## src/design/ohacc_pkg.sv

```systemverilog
// Shared types, codes and constants of the orientation histogram accumulator.
package ohacc_pkg;

   localparam int OHACC_MAX_BINS   = 64;
   localparam int OHACC_TOTAL_BITS = 48;

   // Field widths fixed by the item formats.
   localparam int ANGLE_W     = 16;
   localparam int SAMPLE_W    = 16;
   localparam int SELECT_W    = 6;
   localparam int COUNT_W     = 7;
   localparam int OUT_TOTAL_W = 48;

   localparam logic [COUNT_W-1:0] BIN_COUNT_RESET = 7'd36;

   localparam logic [1:0] OP_ACCUMULATE = 2'd0;
   localparam logic [1:0] OP_READ       = 2'd1;
   localparam logic [1:0] OP_READ_CLEAR = 2'd2;

   typedef enum logic [1:0] {
      SLOT_PREV,
      SLOT_CENTRE,
      SLOT_NEXT,
      SLOT_SEL
   } slot_type;

   typedef struct packed {
      logic [1:0]          operation;
      logic [ANGLE_W-1:0]  angle_turns;
      logic [SAMPLE_W-1:0] sample_value;
      logic [SELECT_W-1:0] bin_select;
   } req_type;

   typedef struct packed {
      logic [SELECT_W-1:0]    bin_index;
      logic [OUT_TOTAL_W-1:0] bin_total;
      logic                   index_error;
   } rsp_type;

   typedef struct packed {
      logic     load;
      logic     clr_en;
      logic     map;
      logic     rd_en;
      slot_type slot;
      logic     acc_wr;
      logic     respond;
   } cmd_type;

   typedef struct packed {
      logic clr_last;
   } sts_type;

endpackage

```

## src/design/ohacc_ctrl.sv

```systemverilog
// Controller state machine of the orientation histogram accumulator.
module ohacc_ctrl
   import ohacc_pkg::*;
(
   input  logic       clock,
   input  logic       reset,
   input  logic       start,
   input  logic [1:0] operation,
   input  sts_type    sts,
   output cmd_type    cmd,
   output logic       busy
);

   typedef enum logic [3:0] {
      ST_CLEAR,
      ST_IDLE,
      ST_MAP,
      ST_ACC0,
      ST_ACC1,
      ST_ACC2,
      ST_ACC3,
      ST_RDQ,
      ST_RSP
   } state_type;

   state_type state_ff, state_in;
   logic      busy_ff;

   always_comb begin
      state_in = state_ff;
      cmd      = '0;
      unique case (state_ff)
         ST_CLEAR: begin
            cmd.clr_en = 1'b1;
            if (sts.clr_last) begin
               state_in = ST_IDLE;
            end
         end
         ST_IDLE: begin
            if (start) begin
               cmd.load = 1'b1;
               unique case (operation) inside
                  OP_ACCUMULATE:          state_in = ST_MAP;
                  OP_READ, OP_READ_CLEAR: state_in = ST_RDQ;
                  default:                state_in = ST_IDLE;
               endcase
            end
         end
         ST_MAP: begin
            cmd.map  = 1'b1;
            state_in = ST_ACC0;
         end
         ST_ACC0: begin
            cmd.rd_en = 1'b1;
            cmd.slot  = SLOT_PREV;
            state_in  = ST_ACC1;
         end
         ST_ACC1: begin
            cmd.acc_wr = 1'b1;
            cmd.rd_en  = 1'b1;
            cmd.slot   = SLOT_CENTRE;
            state_in   = ST_ACC2;
         end
         ST_ACC2: begin
            cmd.acc_wr = 1'b1;
            cmd.rd_en  = 1'b1;
            cmd.slot   = SLOT_NEXT;
            state_in   = ST_ACC3;
         end
         ST_ACC3: begin
            cmd.acc_wr = 1'b1;
            state_in   = ST_IDLE;
         end
         ST_RDQ: begin
            cmd.rd_en = 1'b1;
            cmd.slot  = SLOT_SEL;
            state_in  = ST_RSP;
         end
         ST_RSP: begin
            cmd.respond = 1'b1;
            state_in    = ST_IDLE;
         end
         default: begin
            state_in = ST_IDLE;
         end
      endcase
   end

   always_ff @(posedge clock) begin
      if (reset) begin
         state_ff <= ST_CLEAR;
         busy_ff  <= 1'b1;
      end else begin
         state_ff <= state_in;
         busy_ff  <= (state_in != ST_IDLE);
      end
   end

   assign busy = busy_ff;

endmodule

```

## config.mk

```make
export PLATFORM = sky130hd
export DESIGN_NAME = ohacc_ctrl
export DESIGN_NICKNAME = d
export VERILOG_FILES = /design/src/design/ohacc_pkg.sv /design/src/design/ohacc_ctrl.sv
export SDC_FILE = /design/constraint.sdc
export NUM_CORES = 1
export LEC_CHECK = 0
export ABC_AREA = 1
export BUFFER_PORTS_ARGS = -buffer_cell sky130_fd_sc_hd__buf_2
export CAP_MARGIN = 5
export CORE_AREA = 2 2 39 41
export CTS_CLUSTER_SIZE = 30
export DETAILED_ROUTE_END_ITERATION = 8
export DIE_AREA = 0 0 41 43
export PLACE_DENSITY = 0.64
export SETUP_SLACK_MARGIN = 0.02
export SLEW_MARGIN = 20
export SYNTH_ARGS = -nofsm -noshare
export SYNTH_HDL_FRONTEND = slang
export SYNTH_SLANG_ARGS = --single-unit
export TNS_END_PERCENT = 50
```

## constraint.sdc

```tcl
create_clock -name clock -period 1.11 [get_ports clock]
set_clock_uncertainty 0.05 [all_clocks]
set_input_delay 0.222 -clock clock [delete_from_list [all_inputs] [get_ports clock]]
set_output_delay 0.222 -clock clock [all_outputs]
set_load 0.01 [all_outputs]
```

==> results.json <==
{
  "nets": 111,
  "hpwl_um": 748,
  "cts_buffer_depth": 2,
  "grt_max_degree": 6,
  "cp_data_arrival_time_ns": 1.15,
  "ctsRootBufferMaster": "clkbuf_4",
  "worst-r2r-cell-count": 9,
  "vias_per_cell": 4.31,
  "setup_violations": 13,
  "die_height_um": 43,
  "final_util": 0.508,
  "p_per_area_mw_per_mm2": 1240,
  "hold_violations": 0,
  "fmax_mhz": 702,
  "clock-sinks": 5,
  "post_drt_wl_per_cell_um": 9.05,
  "syn-cell-area_um2": 368,
  "placed_area_um2": 559,
  "ys_ff_latch": 5,
  "cap_violations": 0,
  "gr-usage-all-layers": 0.151,
  "rsz0062_at_grt": "true",
  "cts_buffers": 3,
  "vias": 509,
  "swShare": 0.366,
  "fp-row-count": 14,
  "synth_area_leaders": "dfxtp_1 (27%), nor2_1 (22%), nand2_1 (17%)",
  "synthAdderAreaFrac": 0.0680,
  "period_needed_ns": 1.42,
  "ant_nets": 0,
  "dr.pass1.iters": 4,
  "setup_ws_ns": -0.314,
  "status": "finished with violations",
  "whs_ns": 0.129,
  "cp_max_fo": 3,
  "clkTransAtPathRegs_ns": 0.04,
  "critPathKind": "reg -> out",
  "p_comb_frac": 0.493,
  "p_int_mw": 0.555,
  "io_pins": 15,
  "end_kind": "output port",
  "gp_congestion": 0.807,
  "final_cell_mix": "buf_4 (15), nand2_1 (14), buf_2 (13), nor2_1 (12)",
  "fp.dieW_um": 41,
  "p_switching_mw": 0.320,
  "tns_ns": -2.58,
  "totalWireLength_um": 1070,
  "layout.cells.non_filler": 118,
  "drcViolationCount": 0,
  "hold_path_class": "in -> reg",
  "period_share": 1.28,
  "min_delay_path_depth": 2,
  "core_area_mm2": 0.00138,
  "design_power_total_mw": 0.874,
  "htree_num_levels": 1,
  "diodes": 0,
  "area.growth.synth_to_final_pct": 91.2,
  "start_util": 0.266,
  "drtIter0Drc": 5,
  "failed_checks": "negative setup slack",
  "tightest_slew_ns": 0.181,
  "synthXorXnorAreaFrac": 0,
  "grt_remaining_overflow": 0,
  "synth_compound_area_frac": 0.0476,
  "antenna_found_initial": 0,
  "synth_top_family_by_area": "simple AND/OR/NAND/NOR gates",
  "power_frac_seq": 0.273,
  "final_common_cell": "buf_4",
  "dp_cells": 108,
  "muxShareOfSynthArea": 0,
  "crit_required_ns": 0.84,
  "grt_pass1_wl_um": 1750,
  "cp-start-kind": "flip-flop",
  "vdd_drop_max_mv": 0.713,
  "post-place-ws_ns": -0.224,
  "grt_pass1_vias": 474,
  "synth_area_per_cell_um2": 5.49,
  "syn_nets": 75,
  "p_clk_frac": 0.234,
  "insertion_delay_ns": 0.24,
  "cellLeakagePower_nw": 0.400,
  "die_area_mm2": 0.00176,
  "ys_types": 12,
  "ys_seq_area_frac": 0.272,
  "fin_area_um2": 703,
  "drive_above_1_share": 0.588,
  "synth_top_area_cell": "dfxtp_1",
  "yosys.area_share.simple": 0.480,
  "netlist_instances": 67,
  "yosysWarnings": 0,
  "maxSlewHeadroom": 0.879,
  "cts_tree": "done",
  "io_buffers": 14,
  "synth_top_area_share": 0.272,
  "drv_slew": 0
}
[synth_stat cells]
cell,count
inv_1,13
nand2_1,17
o21ai_0,1
ha_1,2
o211ai_1,1
nor2_2,2
nor2_1,22
nand3_1,1
nand4_1,1
or2_2,1
dfxtp_1,5
a21oi_1,1
[path summary, 6_finish.rpt]
check | from | end | slack [ns]
setup reg to reg | state_ff[1]$_SDFF_PP0_ | busy$_SDFF_PP1_ | -0.18
hold / removal | reset | state_ff[2]$_SDFF_PP0_ | 0.13
hold reg to reg | state_ff[2]$_SDFF_PP0_ | state_ff[0]$_SDFF_PP0_ | 0.67
setup / recovery | state_ff[3]$_SDFF_PP0_ | cmd[4] | -0.31
[area by class of cell]
cell class | count | area (µm²)
multi-input combinational | 49 | 284
timing repair buffer | 31 | 211
fill | 136 | 681
inverter | 13 | 51.3
clock buffer | 4 | 26.3
tap | 16 | 20.0
sequential | 5 | 110
[worst max-delay path, cell delays in order, from the launching register on]
cell and delay (ns):
dfxtp_2 0.35, nor2_4 0.13, inv_2 0.07, nor2_4 0.10, inv_2 0.06, nand4_1 0.07, buf_2 0.13
[per-layer routing]
layer / up-vias / global-route usage / wire length (µm) / share of wire
li1: 267 / - / - / -
met1: 230 / 0.152 / 394 / 0.37
met2: 8 / 0.266 / 630 / 0.59
met3: 4 / 0.0157 / 20 / 0.019
met4: 0 / 0.100 / 21 / 0.020
met5: - / 0 / 0 / 0
[power by group through the flow]
stage	clock network, mW	registers [mW]	logic [mW]
floorplan	0	0.234	0.185
global placement	0	0.230	0.346
detailed placement	0	0.231	0.349
CTS	0.213	0.236	0.398
global route	0.232	0.243	0.482
finish	0.205	0.239	0.431
[state kept, by name, indices dropped and copies added (netlist names)]
name,count
state_ff,4
busy,1
[cells by family after synthesis]
group,after synthesis
fa+ha+maj,2
simple gates,44
flops,5
buf+inv,13
compound gates,3
[what timing repair did]
action | in CTS | in global routing
hold buffers | 0 | 0
setup buffers | 5 | 1
gates cloned | 0 | 0
pin swaps | 9 | 2
gates resized for setup | 17 | 10
setup endpoints to repair | 13 | 13
Power figures use the tool's default switching activity.
