===== src/design/ohacc_pkg.sv =====
// Shared types, codes and constants of the orientation histogram accumulator.
package ohacc_pkg;

   localparam int OHACC_MAX_BINS   = 64;
   localparam int OHACC_TOTAL_BITS = 48;

   // Field widths fixed by the item formats.
   localparam int ANGLE_W     = 16;
   localparam int SAMPLE_W    = 16;
   localparam int SELECT_W    = 6;
   localparam int COUNT_W     = 7;
   localparam int OUT_TOTAL_W = 48;

   localparam logic [COUNT_W-1:0] BIN_COUNT_RESET = 7'd36;

   localparam logic [1:0] OP_ACCUMULATE = 2'd0;
   localparam logic [1:0] OP_READ       = 2'd1;
   localparam logic [1:0] OP_READ_CLEAR = 2'd2;

   typedef enum logic [1:0] {
      SLOT_PREV,
      SLOT_CENTRE,
      SLOT_NEXT,
      SLOT_SEL
   } slot_type;

   typedef struct packed {
      logic [1:0]          operation;
      logic [ANGLE_W-1:0]  angle_turns;
      logic [SAMPLE_W-1:0] sample_value;
      logic [SELECT_W-1:0] bin_select;
   } req_type;

   typedef struct packed {
      logic [SELECT_W-1:0]    bin_index;
      logic [OUT_TOTAL_W-1:0] bin_total;
      logic                   index_error;
   } rsp_type;

   typedef struct packed {
      logic     load;
      logic     clr_en;
      logic     map;
      logic     rd_en;
      slot_type slot;
      logic     acc_wr;
      logic     respond;
   } cmd_type;

   typedef struct packed {
      logic clr_last;
   } sts_type;

endpackage


===== src/design/ohacc_dp.sv =====
// Datapath of the orientation histogram accumulator: bin mapping, weights and the total store.
module ohacc_dp
   import ohacc_pkg::*;
#(
   parameter int MAX_BINS   = OHACC_MAX_BINS,
   parameter int TOTAL_BITS = OHACC_TOTAL_BITS
)
(
   input  logic               clock,
   input  logic               reset,
   input  req_type            req_data,
   input  logic               csr_valid,
   input  logic [COUNT_W-1:0] csr_data,
   input  cmd_type            cmd,
   output sts_type            sts,
   output logic               rsp_valid,
   output rsp_type            rsp_data
);

   localparam int BIN_W  = (MAX_BINS > 1) ? $clog2(MAX_BINS) : 1;
   localparam int N_W    = $clog2(MAX_BINS + 1);
   localparam int CNT_W  = (N_W > COUNT_W) ? N_W : COUNT_W;
   localparam int P_W    = CNT_W + ANGLE_W;
   localparam int W_W    = ANGLE_W + 1;
   localparam int PR_W   = SAMPLE_W + W_W;
   localparam int SUM_W  = ((TOTAL_BITS > PR_W) ? TOTAL_BITS : PR_W) + 1;
   localparam logic [SUM_W-1:0] TOP  = (SUM_W'(1) << TOTAL_BITS) - SUM_W'(1);
   localparam logic [W_W-1:0]   HALF = W_W'(1) << (ANGLE_W - 1);
   localparam logic [W_W-1:0]   ONE  = W_W'(1) << ANGLE_W;

   logic [TOTAL_BITS-1:0] mem [MAX_BINS];

   req_type               req_ff;
   logic [COUNT_W-1:0]    bc_ff;
   logic [BIN_W-1:0]      clr_ff;
   logic [CNT_W-1:0]      centre_ff;
   logic [ANGLE_W-1:0]    s_ff;
   logic [BIN_W-1:0]      rd_addr_ff;
   logic [PR_W-1:0]       prod_ff;
   logic [TOTAL_BITS-1:0] rdata_ff;
   logic                  fwd_vld_ff;
   logic [BIN_W-1:0]      fwd_addr_ff;
   logic [TOTAL_BITS-1:0] fwd_sum_ff;
   logic                  rsp_valid_ff;
   rsp_type               rsp_data_ff, rsp_data_in;

   logic [CNT_W-1:0]      bc_ext, n, n_m1;
   logic [P_W-1:0]        pos;
   logic [CNT_W-1:0]      centre_raw, prev_bin, next_bin, addr_full;
   logic [W_W-1:0]        s_ext, w_prev, w_next, w_centre, weight;
   logic [PR_W-1:0]       prod_in;
   logic [TOTAL_BITS-1:0] cur;
   logic [SUM_W-1:0]      sum_raw, sum_sat;
   logic [TOTAL_BITS-1:0] sum_val;
   logic                  sel_err;
   logic [63:0]           total64;
   logic                  mem_we;
   logic [BIN_W-1:0]      mem_waddr;
   logic [TOTAL_BITS-1:0] mem_wdata;

   // Effective bin count: zero means one bin, large values stop at the store depth.
   always_comb begin
      bc_ext = CNT_W'(bc_ff);
      if (bc_ff == '0) begin
         n = CNT_W'(1);
      end else if (bc_ext > CNT_W'(MAX_BINS)) begin
         n = CNT_W'(MAX_BINS);
      end else begin
         n = bc_ext;
      end
      n_m1 = n - CNT_W'(1);
   end

   assign pos        = P_W'(n) * P_W'(req_ff.angle_turns);
   assign centre_raw = pos[P_W-1:ANGLE_W];

   assign prev_bin = (centre_ff == '0) ? n_m1 : centre_ff - CNT_W'(1);
   assign next_bin = (centre_ff == n_m1) ? '0 : centre_ff + CNT_W'(1);

   assign s_ext    = W_W'(s_ff);
   assign w_prev   = (s_ext < HALF) ? HALF - s_ext : '0;
   assign w_next   = (s_ext > HALF) ? s_ext - HALF : '0;
   assign w_centre = ONE - w_prev - w_next;

   always_comb begin
      case (cmd.slot)
         SLOT_PREV: begin
            addr_full = prev_bin;
            weight    = w_prev;
         end
         SLOT_CENTRE: begin
            addr_full = centre_ff;
            weight    = w_centre;
         end
         SLOT_NEXT: begin
            addr_full = next_bin;
            weight    = w_next;
         end
         default: begin
            addr_full = CNT_W'(req_ff.bin_select);
            weight    = '0;
         end
      endcase
   end

   assign prod_in = PR_W'(req_ff.sample_value) * PR_W'(weight);

   // The previous write is not yet visible in the read data when both hit the same bin.
   assign cur     = (fwd_vld_ff && (fwd_addr_ff == rd_addr_ff)) ? fwd_sum_ff : rdata_ff;
   assign sum_raw = SUM_W'(cur) + SUM_W'(prod_ff);
   assign sum_sat = (sum_raw > TOP) ? TOP : sum_raw;
   assign sum_val = sum_sat[TOTAL_BITS-1:0];

   assign sel_err = (CNT_W'(req_ff.bin_select) >= n);
   assign total64 = 64'(rdata_ff);

   always_comb begin
      rsp_data_in.bin_index   = req_ff.bin_select;
      rsp_data_in.index_error = sel_err;
      rsp_data_in.bin_total   = sel_err ? '0 : total64[OUT_TOTAL_W-1:0];
   end

   always_comb begin
      mem_we    = 1'b0;
      mem_waddr = rd_addr_ff;
      mem_wdata = '0;
      if (cmd.clr_en) begin
         mem_we    = 1'b1;
         mem_waddr = clr_ff;
      end else if (cmd.acc_wr) begin
         mem_we    = 1'b1;
         mem_wdata = sum_val;
      end else if (cmd.respond && (req_ff.operation == OP_READ_CLEAR) && !sel_err) begin
         mem_we = 1'b1;
      end
   end

   always_ff @(posedge clock) begin
      if (mem_we) begin
         mem[mem_waddr] <= mem_wdata;
      end
      rdata_ff <= mem[addr_full[BIN_W-1:0]];
   end

   always_ff @(posedge clock) begin
      if (reset) begin
         bc_ff        <= BIN_COUNT_RESET;
         clr_ff       <= '0;
         fwd_vld_ff   <= 1'b0;
         rsp_valid_ff <= 1'b0;
      end else begin
         if (csr_valid) begin
            bc_ff <= csr_data;
         end
         if (cmd.clr_en) begin
            clr_ff <= clr_ff + BIN_W'(1);
         end
         if (cmd.map) begin
            fwd_vld_ff <= 1'b0;
         end else if (cmd.acc_wr) begin
            fwd_vld_ff <= 1'b1;
         end
         rsp_valid_ff <= cmd.respond;
      end
   end

   always_ff @(posedge clock) begin
      if (cmd.load) begin
         req_ff <= req_data;
      end
      if (cmd.map) begin
         centre_ff <= (centre_raw >= n) ? n_m1 : centre_raw;
         s_ff      <= pos[ANGLE_W-1:0];
      end
      if (cmd.rd_en) begin
         rd_addr_ff <= addr_full[BIN_W-1:0];
         prod_ff    <= prod_in;
      end
      if (cmd.acc_wr) begin
         fwd_addr_ff <= rd_addr_ff;
         fwd_sum_ff  <= sum_val;
      end
      if (cmd.respond) begin
         rsp_data_ff <= rsp_data_in;
      end
   end

   assign sts.clr_last = (clr_ff == BIN_W'(MAX_BINS - 1));
   assign rsp_valid    = rsp_valid_ff;
   assign rsp_data     = rsp_data_ff;

endmodule


===== config.mk =====
export PLATFORM = sky130hd
export DESIGN_NAME = ohacc_dp
export DESIGN_NICKNAME = d
export VERILOG_FILES = /design/src/design/ohacc_pkg.sv /design/src/design/ohacc_dp.sv
export SDC_FILE = /design/constraint.sdc
export NUM_CORES = 2
export LEC_CHECK = 0
export BUFFER_PORTS_ARGS = -buffer_cell sky130_fd_sc_hd__buf_2
export CORE_UTILIZATION = 40
export CTS_CLUSTER_SIZE = 20
export DETAILED_ROUTE_END_ITERATION = 7
export SYNTH_ARGS = -nofsm -noshare
export SYNTH_HDL_FRONTEND = slang
export SYNTH_SLANG_ARGS = --single-unit

===== constraint.sdc =====
create_clock -name clock -period 11.82 [get_ports clock]
set_clock_uncertainty 0.15 [all_clocks]
set_input_delay 1.773 -clock clock [delete_from_list [all_inputs] [get_ports clock]]
set_output_delay 1.773 -clock clock [all_outputs]
set_load 0.03 [all_outputs]

==> reports/metrics.cfg <==
[placed_design]
dpl.hpwl_um = 273000
dp_worst_setup_slack_ns = 0.190
count_of_input_and_output_buffers = 114
detailed_place.area_mm2 = 0.154
finalWeightedCongestion = 0.855

[route]
overall_via_count_from_detail_route = 92641
drt-initial-drc-count = 12457
ant_nets = 0
avgViaCountPerCell = 6.00
routed_wire_length_per_instance_um = 31.2
detail_route.first_pass.iterations = 8
final_routed_wirelength_um = 483000
detail_route.drc_violations = 8

[critical_path]
cp_data_arrival_time_ns = 11.73
crit-reg2reg-launch = s_ff[6]
worstPathMaxFanout = 16
timing.critical_path.slowest_cell_delay_ns = 0.58
crit_path_start = s_ff[6]
worstSetupEndpoint = prod_ff[31]
ff2ff_path_depth = 43
criticalPathCategory = reg -> reg
worst_path_max_delay_cell = sky130_fd_sc_hd__or4_4
worst_ep_required_time_ns = 12.33
worst_setup_path_end_kind = register
reg2reg_slack_ns = 0.59
timing.rr.end = prod_ff[31]
start_kind = register

[logic_synthesis]
netlist_top_cells_area = sky130_fd_sc_hd__edfxtp_1, sky130_fd_sc_hd__mux2i_1, sky130_fd_sc_hd__nand2_1
post_synth.cell_area_avg_um2 = 14.5
synth_area_leader_cell = sky130_fd_sc_hd__edfxtp_1
netlist_area_mm2 = 0.147
synth.ff_latch_count = 3346
synth.top_cell.area_share = 0.671
ys_dominant_reg_cell = sky130_fd_sc_hd__edfxtp_1
synth_enable_flop_cells = 3283
synthesis.yosys.warnings = 0
synth_cell_types = 98
post_synth_inst_count = 10156
synth.yosys.seq_area_share = 0.680
mappedNetlistNets = 10722
ys_async_sr_fraction = 0

[sta]
finalSetupViolCount = 0
layout_min_cycle_time_ns = 11.23
report.final.hold_viol_count = 0
post-route-worst-setup-slack_ns = 0.594
tightestPinTransition_ns = 1.49
rsz0062_at_grt = no
slew_headroom = -0.00573
final_cycle_utilization_of_the_critical_path = 0.950
totalNegativeSetupSlack_ns = 0
maximum_operating_frequency_mhz = 89.1
timing_max_transition_violations_final = 1

[clock_tree]
tritoncts = yes
cts.htree.levels = 5
cts_hold_buffers = 0
worst_path_clk_slew_ns = 0.06
number_of_buffers_created_by_cts = 348
cts_buffer_depth = 4
worst_skew_pair.late_latency_ns = 0.98
clock_tree.root_cell = sky130_fd_sc_hd__clkbuf_16
cts.sink_count = 3346

[pwr]
power_frac_seq = 0.309
intPower_mw = 31.1
power_density_over_the_cells_mw_per_mm2 = 318
clkPwrFrac = 0.207
switching_power_as_a_share_of_total_power = 0.408
vdd_ir_drop_max_uv = 1110
power.leakage_nw = 58.6
pwr-share-comb = 0.484
switching_power_mw = 21.4

[grt]
antenna_found_initial = 51
grt_pass1_wl_um = 673000
via_count_of_the_first_global_routing_pass = 88617
pin_count_of_the_biggest_net_entering_global_routing = 137
grt-ovfl-total = 0
gr-usage-all-layers = 0.254

[cells_and_area]
final_layout_size_suffix_gt1_frac = 0.118
final_instance_area_mm2 = 0.165
final_net_count = 10893
layout-area-overhead-vs-synth_pct = 12.4
layout_common_cells = sky130_fd_sc_hd__edfxtp_1, sky130_fd_sc_hd__nand2_1, sky130_fd_sc_hd__mux2i_1
layout_commonest_cell = sky130_fd_sc_hd__edfxtp_1

[status]
failed_checks = design-rule violations, max-capacitance violations, max-slew violations
run_status = finished with violations

[worst_hold_path]
timing.hold.worst.start = rd_addr_ff[4]
worst_hold_path_type = reg -> reg

[run]
maxCapViolCount = 1

[die]
core_mm2 = 0.366
top_level_ports = 115
dieHeight_um = 608
floorplan.initialDensity = 0.402
die_x_um = 608
die_outline_area_mm2 = 0.370
row_count = 222

cell families (layout without fill, tap and decap cells):
kind of cell	after synthesis	count (layout)	synth area share
adder cells (fa/ha/maj)	508	508	0.0575
other	1	21	0.0000255
buffers and inverters	943	1399	0.0297
AND/OR/NAND/NOR	2912	2912	0.0880
multiplexers	880	880	0.0707
flip-flops	3346	3346	0.680
XOR/XNOR	117	117	0.00708
AO/OA/AOI/OAI	1449	1449	0.0673
how the worst min path moves through the flow:
stage               slack (ns)              to  cells past startpoint
floorplan                 0.28    rsp_data[49]                      0
detailed placement        0.34  fwd_addr_ff[0]                      0
global placement          0.33  fwd_addr_ff[0]                      0
global route              0.37  fwd_addr_ff[5]                      0
finish                    0.36  fwd_addr_ff[4]                      0
CTS                       0.36  fwd_addr_ff[0]                      0
layer usage:
| metal | vias to the layer above | global-route usage | wire (um) |
|---|---|---|---|
| met4 | 26 | 0.0958 | 21000 |
| met1 | 47529 | 0.342 | 185000 |
| li1 | 38503 | - | - |
| met5 | - | 0 | 182 |
| met3 | 1027 | 0.0530 | 53200 |
| met2 | 5556 | 0.407 | 223000 |
flip-flops by register name (all words and copies together) (netlist names):
signal / cells
req_ff: 40
mem: 3072
rsp_data: 55
prod_ff: 33
fwd_vld_ff: 1
centre_ff: 7
rsp_valid: 1
fwd_addr_ff: 6
rdata_ff: 48
s_ff: 16
fwd_sum_ff: 48
clr_ff: 6
rd_addr_ff: 6
bc_ext: 7
timing repair:
| item | in CTS | in global routing |
|---|---|---|
| resized for setup | 0 | 17 |
| setup buffers | 0 | 5 |
| setup endpoints to repair | 0 | 8 |
critical path, delay by kind of cell (launching register included):
family	cells	cell delay (ns)
fa+ha+maj	9	3.75
simple gates	8	2.00
buf+inv	7	0.67
flops	1	0.39
xor+xnor	2	0.26
compound gates	17	3.68
cell usage after synthesis (all sizes together) (63+ instances only):
cell and number:
o221ai 194, dfxtp 63, ha 229, and2 183
buf 329, clkbuf 250, a21oi 453, nor2 197
mux4 120, inv 362, a211oi 80, nor2b 89
nand3 514, o21ai 160, nor3 120, edfxtp 3283
mux2i 702, fa 279, nand2 1643, o22ai 100
xnor2 72
per-stage QoR:
| stage | total power, mW | utilization | hold slack (ns) | cells |
|---|---|---|---|---|
| 3_5_place_dp | 40.9 | 0.421 | 0.338 | 14788 |
| 2_1_floorplan | 33.1 | - | 0.276 | 10156 |
| 4_1_cts | 52.0 | 0.451 | 0.356 | 15423 |
| 6_report | 52.4 | 0.452 | 0.360 | 15448 |
| 5_1_grt | 55.6 | 0.452 | 0.370 | 15434 |
| 3_3_place_gp | 40.9 | 0.421 | 0.331 | 14788 |
power by group through the flow:
stage,Sequential (mW),Combinational (mW),Clock (mW)
floorplan,16.2,16.9,0
global placement,16.4,24.5,0
detailed placement,16.4,24.5,0
CTS,16.2,24.8,10.9
global route,16.2,28.0,11.4
finish,16.2,25.4,10.8
final cells by class:
cell class                 instances  area [um2]
sequential                      3346       99800
clock inverter                   162        1690
timing repair buffer             400        2950
tap                             4816        6030
antenna                           20        50.0
fill                           31933      200000
inverter                         364        1400
clock buffer                     473        9460
multi-input combinational       5867       43700
(Power assumes the default switching activity.)
